<file path="config.mk">
export PLATFORM = sky130hd
export DESIGN_NAME = dhq_ctrl
export DESIGN_NICKNAME = d
export VERILOG_FILES = /design/src/sv/dhq_pkg.sv /design/src/sv/dhq_ctrl.sv
export SDC_FILE = /design/constraint.sdc
export NUM_CORES = 1
export LEC_CHECK = 0
export ABC_AREA = 1
export CORE_AREA = 10 10 47 49
export DETAILED_ROUTE_END_ITERATION = 6
export DIE_AREA = 0 0 57 59
export DONT_BUFFER_PORTS = 1
export GPL_TIMING_DRIVEN = 0
export HOLD_SLACK_MARGIN = 0.1
export SLEW_MARGIN = 20
export SYNTH_ARGS = -nofsm -noshare
export SYNTH_HDL_FRONTEND = slang
export SYNTH_SLANG_ARGS = --single-unit
export TNS_END_PERCENT = 20
</file>
<file path="constraint.sdc">
create_clock -name clk_i -period 1.7 [get_ports clk_i]
set_clock_uncertainty 0.05 [all_clocks]
set_input_delay 0.34 -clock clk_i [delete_from_list [all_inputs] [get_ports clk_i]]
set_output_delay 0.34 -clock clk_i [all_outputs]
set_load 0.03 [all_outputs]
</file>
<file path="src/sv/dhq_pkg.sv">
package dhq_pkg;

  localparam int KEY_W  = 32;
  localparam int STAT_W = 2;
  localparam int OCC_W  = 9;

  localparam logic FUNC_INSERT = 1'b0;
  localparam logic FUNC_REMOVE = 1'b1;

  localparam logic [STAT_W-1:0] ST_DONE  = 2'd0;
  localparam logic [STAT_W-1:0] ST_FULL  = 2'd1;
  localparam logic [STAT_W-1:0] ST_EMPTY = 2'd2;

  typedef enum logic [3:0] {
    S_IDLE,
    S_UP_CHK,
    S_UP_RD,
    S_UP_CMP,
    S_RM_LAST,
    S_RM_KEY,
    S_DN_SETUP,
    S_DN_RUN,
    S_DN_DEC,
    S_DONE
  } state_e;

  typedef enum logic [2:0] {
    RD_NONE,
    RD_ROOT,
    RD_LAST,
    RD_PARENT,
    RD_CHILD
  } rd_sel_e;

  typedef enum logic [1:0] {
    WR_NONE,
    WR_KEY,
    WR_RDATA,
    WR_BEST
  } wr_sel_e;

  typedef struct packed {
    logic    start_ins;
    logic    start_rem;
    logic    refuse;
    rd_sel_e rd_sel;
    wr_sel_e wr_sel;
    logic    calc_parent;
    logic    up_move;
    logic    grab_root;
    logic    grab_last;
    logic    dn_setup;
    logic    dn_run;
    logic    dn_move;
    logic    emit;
  } cmd_t;

  typedef struct packed {
    logic full;
    logic empty;
    logic pos_zero;
    logic up_less;
    logic child_ok;
    logic pend;
    logic hit;
    logic out_free;
  } sts_t;

endpackage

</file>
<file path="src/sv/dhq_ctrl.sv">
module dhq_ctrl (
  input  logic          clk_i,
  input  logic          rst_ni,
  input  logic          in_valid_i,
  input  logic          in_func_i,
  output logic          in_ready_o,
  input  dhq_pkg::sts_t sts_i,
  output dhq_pkg::cmd_t cmd_o
);
  import dhq_pkg::*;

  state_e state_q, state_d;

  always_ff @(posedge clk_i or negedge rst_ni) begin
    if (!rst_ni) begin
      state_q <= S_IDLE;
    end else begin
      state_q <= state_d;
    end
  end

  always_comb begin
    state_d    = state_q;
    cmd_o      = '0;
    in_ready_o = 1'b0;
    unique case (state_q)
      S_IDLE: begin
        in_ready_o = 1'b1;
        if (in_valid_i) begin
          if (in_func_i == FUNC_REMOVE) begin
            if (sts_i.empty) begin
              cmd_o.refuse = 1'b1;
              state_d      = S_DONE;
            end else begin
              cmd_o.start_rem = 1'b1;
              cmd_o.rd_sel    = RD_ROOT;
              state_d         = S_RM_LAST;
            end
          end else begin
            if (sts_i.full) begin
              cmd_o.refuse = 1'b1;
              state_d      = S_DONE;
            end else begin
              cmd_o.start_ins = 1'b1;
              state_d         = S_UP_CHK;
            end
          end
        end
      end
      S_UP_CHK: begin
        if (sts_i.pos_zero) begin
          cmd_o.wr_sel = WR_KEY;
          state_d      = S_DONE;
        end else begin
          cmd_o.calc_parent = 1'b1;
          state_d           = S_UP_RD;
        end
      end
      S_UP_RD: begin
        cmd_o.rd_sel = RD_PARENT;
        state_d      = S_UP_CMP;
      end
      S_UP_CMP: begin
        if (sts_i.up_less) begin
          cmd_o.wr_sel  = WR_RDATA;
          cmd_o.up_move = 1'b1;
          state_d       = S_UP_CHK;
        end else begin
          cmd_o.wr_sel = WR_KEY;
          state_d      = S_DONE;
        end
      end
      S_RM_LAST: begin
        cmd_o.grab_root = 1'b1;
        cmd_o.rd_sel    = RD_LAST;
        state_d         = S_RM_KEY;
      end
      S_RM_KEY: begin
        cmd_o.grab_last = 1'b1;
        state_d         = sts_i.empty ? S_DONE : S_DN_SETUP;
      end
      S_DN_SETUP: begin
        cmd_o.dn_setup = 1'b1;
        state_d        = S_DN_RUN;
      end
      S_DN_RUN: begin
        cmd_o.dn_run = 1'b1;
        cmd_o.rd_sel = RD_CHILD;
        if (!sts_i.child_ok && !sts_i.pend) begin
          state_d = S_DN_DEC;
        end
      end
      S_DN_DEC: begin
        if (sts_i.hit) begin
          cmd_o.wr_sel  = WR_BEST;
          cmd_o.dn_move = 1'b1;
          state_d       = S_DN_SETUP;
        end else begin
          cmd_o.wr_sel = WR_KEY;
          state_d      = S_DONE;
        end
      end
      S_DONE: begin
        if (sts_i.out_free) begin
          cmd_o.emit = 1'b1;
          state_d    = S_IDLE;
        end
      end
      default: state_d = S_IDLE;
    endcase
  end

endmodule

</file>
* Word level (Yosys, flattened, before mapping)
Index checks and enable logic that the tools add are counted. W data, S select, Z words.
Storage, ports and cells: flip-flop bits (word level) 4, bits of input ports 12, output and inout port bits 17
Operators by class: equal/unequal tests 12, reduce and logical (&&, ||, !) cells 5, mux-type cells 40
Operators by type and width (number):
- $mux W4 | 10
- $pmux W4 S10 | 1
- $mux W1 | 22
- $eq A4 B3 Y1 const B | 4
- $pmux W3 S4 | 1
- $eq A4 B2 Y1 const B | 2
- $eq A4 B4 Y1 const B | 2
- $mux W3 | 2
- $mux W6 | 1
- $ne A2 B2 Y1 const B | 3
- $pmux W2 S3 | 1
- $eq A4 B1 Y1 const B | 1
- $logic_not A4 Y1 | 1
- $mux W2 | 2
- $reduce_and A3 Y1 | 1
- $logic_not A1 Y1 | 2
- $logic_and A1 B1 Y1 | 1

* Longest topological paths before layout
word-level depth 4, gate-level depth with buffers 8, depth with buffers taken out 8

* Worst setup path after synthesis
OpenSTA, ideal clock, no wires.
path kind flip-flop to output port, start register state_q[2], end output port cmd_o[15] (netlist bit), cell stages (with the launch flop) 4, arrival time 1.652 ns, slack -0.342 ns, cell sequence dfrtp_1 -> nor2_2 -> nand2_2 -> nor4_1
RTL lines:
- start: declaration | RTL line dhq_ctrl.sv:12 | state_e state_q, state_d;
- start signal: assignment | RTL line dhq_ctrl.sv:18 | state_q <= state_d;
- end: declaration | RTL line dhq_ctrl.sv:8 | output dhq_pkg::cmd_t cmd_o

==> results.json <==
{
  "max_slew.worst_pin.slew_ns": 0.495,
  "critPathSlowestCell": "dfrtp_2",
  "syn_to_final_growth_pct": 43.4,
  "largest_reg_flops": 4,
  "max_stage_delay_ns": 0.43,
  "vias": 574,
  "cp.required_ns": 1.31,
  "max_freq_mhz": 575,
  "finalWirelength_um": 1450,
  "post-dp-hpwl_um": 1240,
  "grt_util_all_layers_pct": 8.41,
  "numCtsBuffers": 3,
  "nFillCells": 155,
  "cts_sinks": 4,
  "die_w_um": 57,
  "antenna_left": 0,
  "clk_latency_ns": 0.23,
  "grt_antenna_before_repair": 0,
  "yosysUniqueCellTypes": 15,
  "rsz0062_at_grt": "true",
  "drc": 0,
  "critPathKind": "flip-flop to output pin",
  "fin_crit_sh_pct": 102,
  "synth_compound_area_share_pct": 6.35,
  "crit_path_end_kind": "output pin",
  "overflow": 0,
  "synth_area_um2": 493,
  "top_register": "state_q",
  "postSynthCellCount": 93,
  "layout-drive-gt1-share_pct": 39.8,
  "io_pins": 29,
  "worst_slack_ns": -0.0393,
  "post-route-util_pct": 50.4,
  "reg_top3": "state_q x4",
  "io_buffers": 0,
  "tritoncts": "yes",
  "final_cells": 119,
  "grt_pass1_wl_um": 2300,
  "n_antenna_cell": 0,
  "route.detailed.wl_per_inst_um": 12.2,
  "maxCapViolations": 0,
  "critPathLaunchType": "flip-flop",
  "grt_max_degree": 7,
  "clk_pin_slew_ns": 0.04,
  "cp.arrival_ns": 1.35,
  "violations": "setup timing",
  "globalplace.congestion": 0.778,
  "die_h_um": 59,
  "p_leak_uw": 0.000401,
  "crit_fanout": 6,
  "timing.slew.headroom_pct": 66.8,
  "regArea_um2": 101,
  "drt-initial-drc-count": 14,
  "hold_violations": 0,
  "setup_violations": 6,
  "h-tree-depth": 1,
  "hold_ws_ns": 0.207,
  "rows": 14,
  "synth_seq_area_share_pct": 20.3,
  "start_util_pct": 35.2,
  "min_period_ns": 1.74,
  "grt_pass1_vias": 520,
  "dp.cells": 109,
  "clockBufferDepth": 2,
  "ys_seq_elements": 4,
  "path_cells": "nor2_4 -> nand2_4 -> nor4_4",
  "synthesis.nets": 105,
  "synth_warnings": 0,
  "status": "finished with violations",
  "synth_fa_ha_area_share_pct": 0,
  "drtPass1Iterations": 4,
  "synthMuxAreaShare_pct": 0,
  "power.density_nw_per_um2": 1770,
  "synth_top_family_by_area": "simple AND/OR/NAND/NOR gates",
  "avgViaCountPerCell": 4.82,
  "multiInputGateArea_um2": 427,
  "synth-simple-area-share_pct": 57.4,
  "ir_drop_v": 0.000777,
  "avgSynthCellArea_um2": 5.30,
  "synth_xor_area_share_pct": 0,
  "dieArea_um2": 3360,
  "pre_cts_ws_ns": -0.240,
  "coreArea_um2": 1400,
  "slew_violations": 0,
  "nNetsFinal": 117,
  "hold_class": "primary input to flip-flop",
  "cts_root_buffer": "clkbuf_4"
}
layout make-up:
type	instances	share of cell area, %
Timing Repair Buffer	7	7.79
Multi-Input combinational cell	68	60.4
Inverter	21	11.5
Sequential cell	4	14.3
Clock buffer	3	3.19
Tap cell	16	2.83
power by group:
group	switching (uW)	internal (uW)	leakage, uW	total (uW)
Clock	37.5	78.9	0.0000138	116
Combinational	645	290	0.000338	935
Sequential	57.2	139	0.0000496	197
placed cells by master, fill, tap and decap left out, drive strengths merged:
cell	Yosys	final
buf	0	6
clkbuf	0	3
nor3	1	1
dlygate4sd3	0	1
a21oi	1	1
dfrtp	4	4
o2111ai	1	1
inv	21	21
nor4	1	1
nor2	24	24
o21ai	2	2
nand2	31	31
nand3	7	7
final timing paths:
kind | startpoint | endpoint | slack (ns) | depth (start not counted)
max | state_q[2]$_DFFE_PN0P_ | cmd_o[15] | -0.04 | 3
min | sts_i[2] | state_q[2]$_DFFE_PN0P_ | 0.21 | 2
max reg2reg | state_q[3]$_DFFE_PN0P_ | state_q[3]$_DFFE_PN0P_ | 0.14 | 8
min reg2reg | state_q[1]$_DFFE_PN0P_ | state_q[1]$_DFFE_PN0P_ | 0.79 | 3
max in group asynchronous | rst_ni | state_q[2]$_DFFE_PN0P_ | 1.10 | 1
min in group asynchronous | rst_ni | state_q[3]$_DFFE_PN0P_ | 0.32 | 1
per-stage QoR:
step           TNS (ns)  total power (uW)  area, um^2
2_1_floorplan    -0.209               790         499
3_3_place_gp     -0.745               897         519
3_5_place_dp     -0.753               895         519
4_1_cts          -0.144              1230         688
5_1_grt          -0.938              1360         707
6_report         -0.168              1250         707
cell families after synthesis:
family | Yosys count
simple gates | 64
flops | 4
compound gates | 4
buf+inv | 21
critical path: cells and delay by family, from the launching register on:
kind             cells  cell delay (ns)
and+or+nand+nor      3             0.70
DFF                  1             0.43
Yosys cell counts:
| master | count | area share, % |
|---|---|---|
| nor4_1 | 1 | 1.3 |
| dfrtp_1 | 4 | 20 |
| o21ai_0 | 1 | 1.0 |
| nand2_2 | 3 | 3.8 |
| inv_2 | 1 | 0.76 |
| o2111ai_1 | 1 | 1.8 |
| nor2_1 | 17 | 13 |
| nor2_2 | 7 | 8.9 |
| nand3_2 | 1 | 2.0 |
| nand3_1 | 6 | 6.1 |
| nor3_1 | 1 | 1.0 |
| nand2_1 | 28 | 21 |
| a21oi_2 | 1 | 1.8 |
| inv_1 | 20 | 15 |
| o21ai_2 | 1 | 1.8 |
per-layer routing:
layer	routed length (um)	GRT usage (%)	vias to the layer above	part of all wire, %
li1	-	-	298	-
met1	532	9.23	248	37
met2	750	13.5	28	52
met3	169	3.22	0	12
met4	0	5.03	0	0
met5	0	0	-	0
timing repair:
action,CTS,global route
gates cloned,0,0
setup buffers,5,1
gates resized for setup,26,5
pin swaps,4,3
hold endpoints to repair,4,0
hold buffers,1,0
setup endpoints to repair,10,17
(Power assumes the default switching activity.)
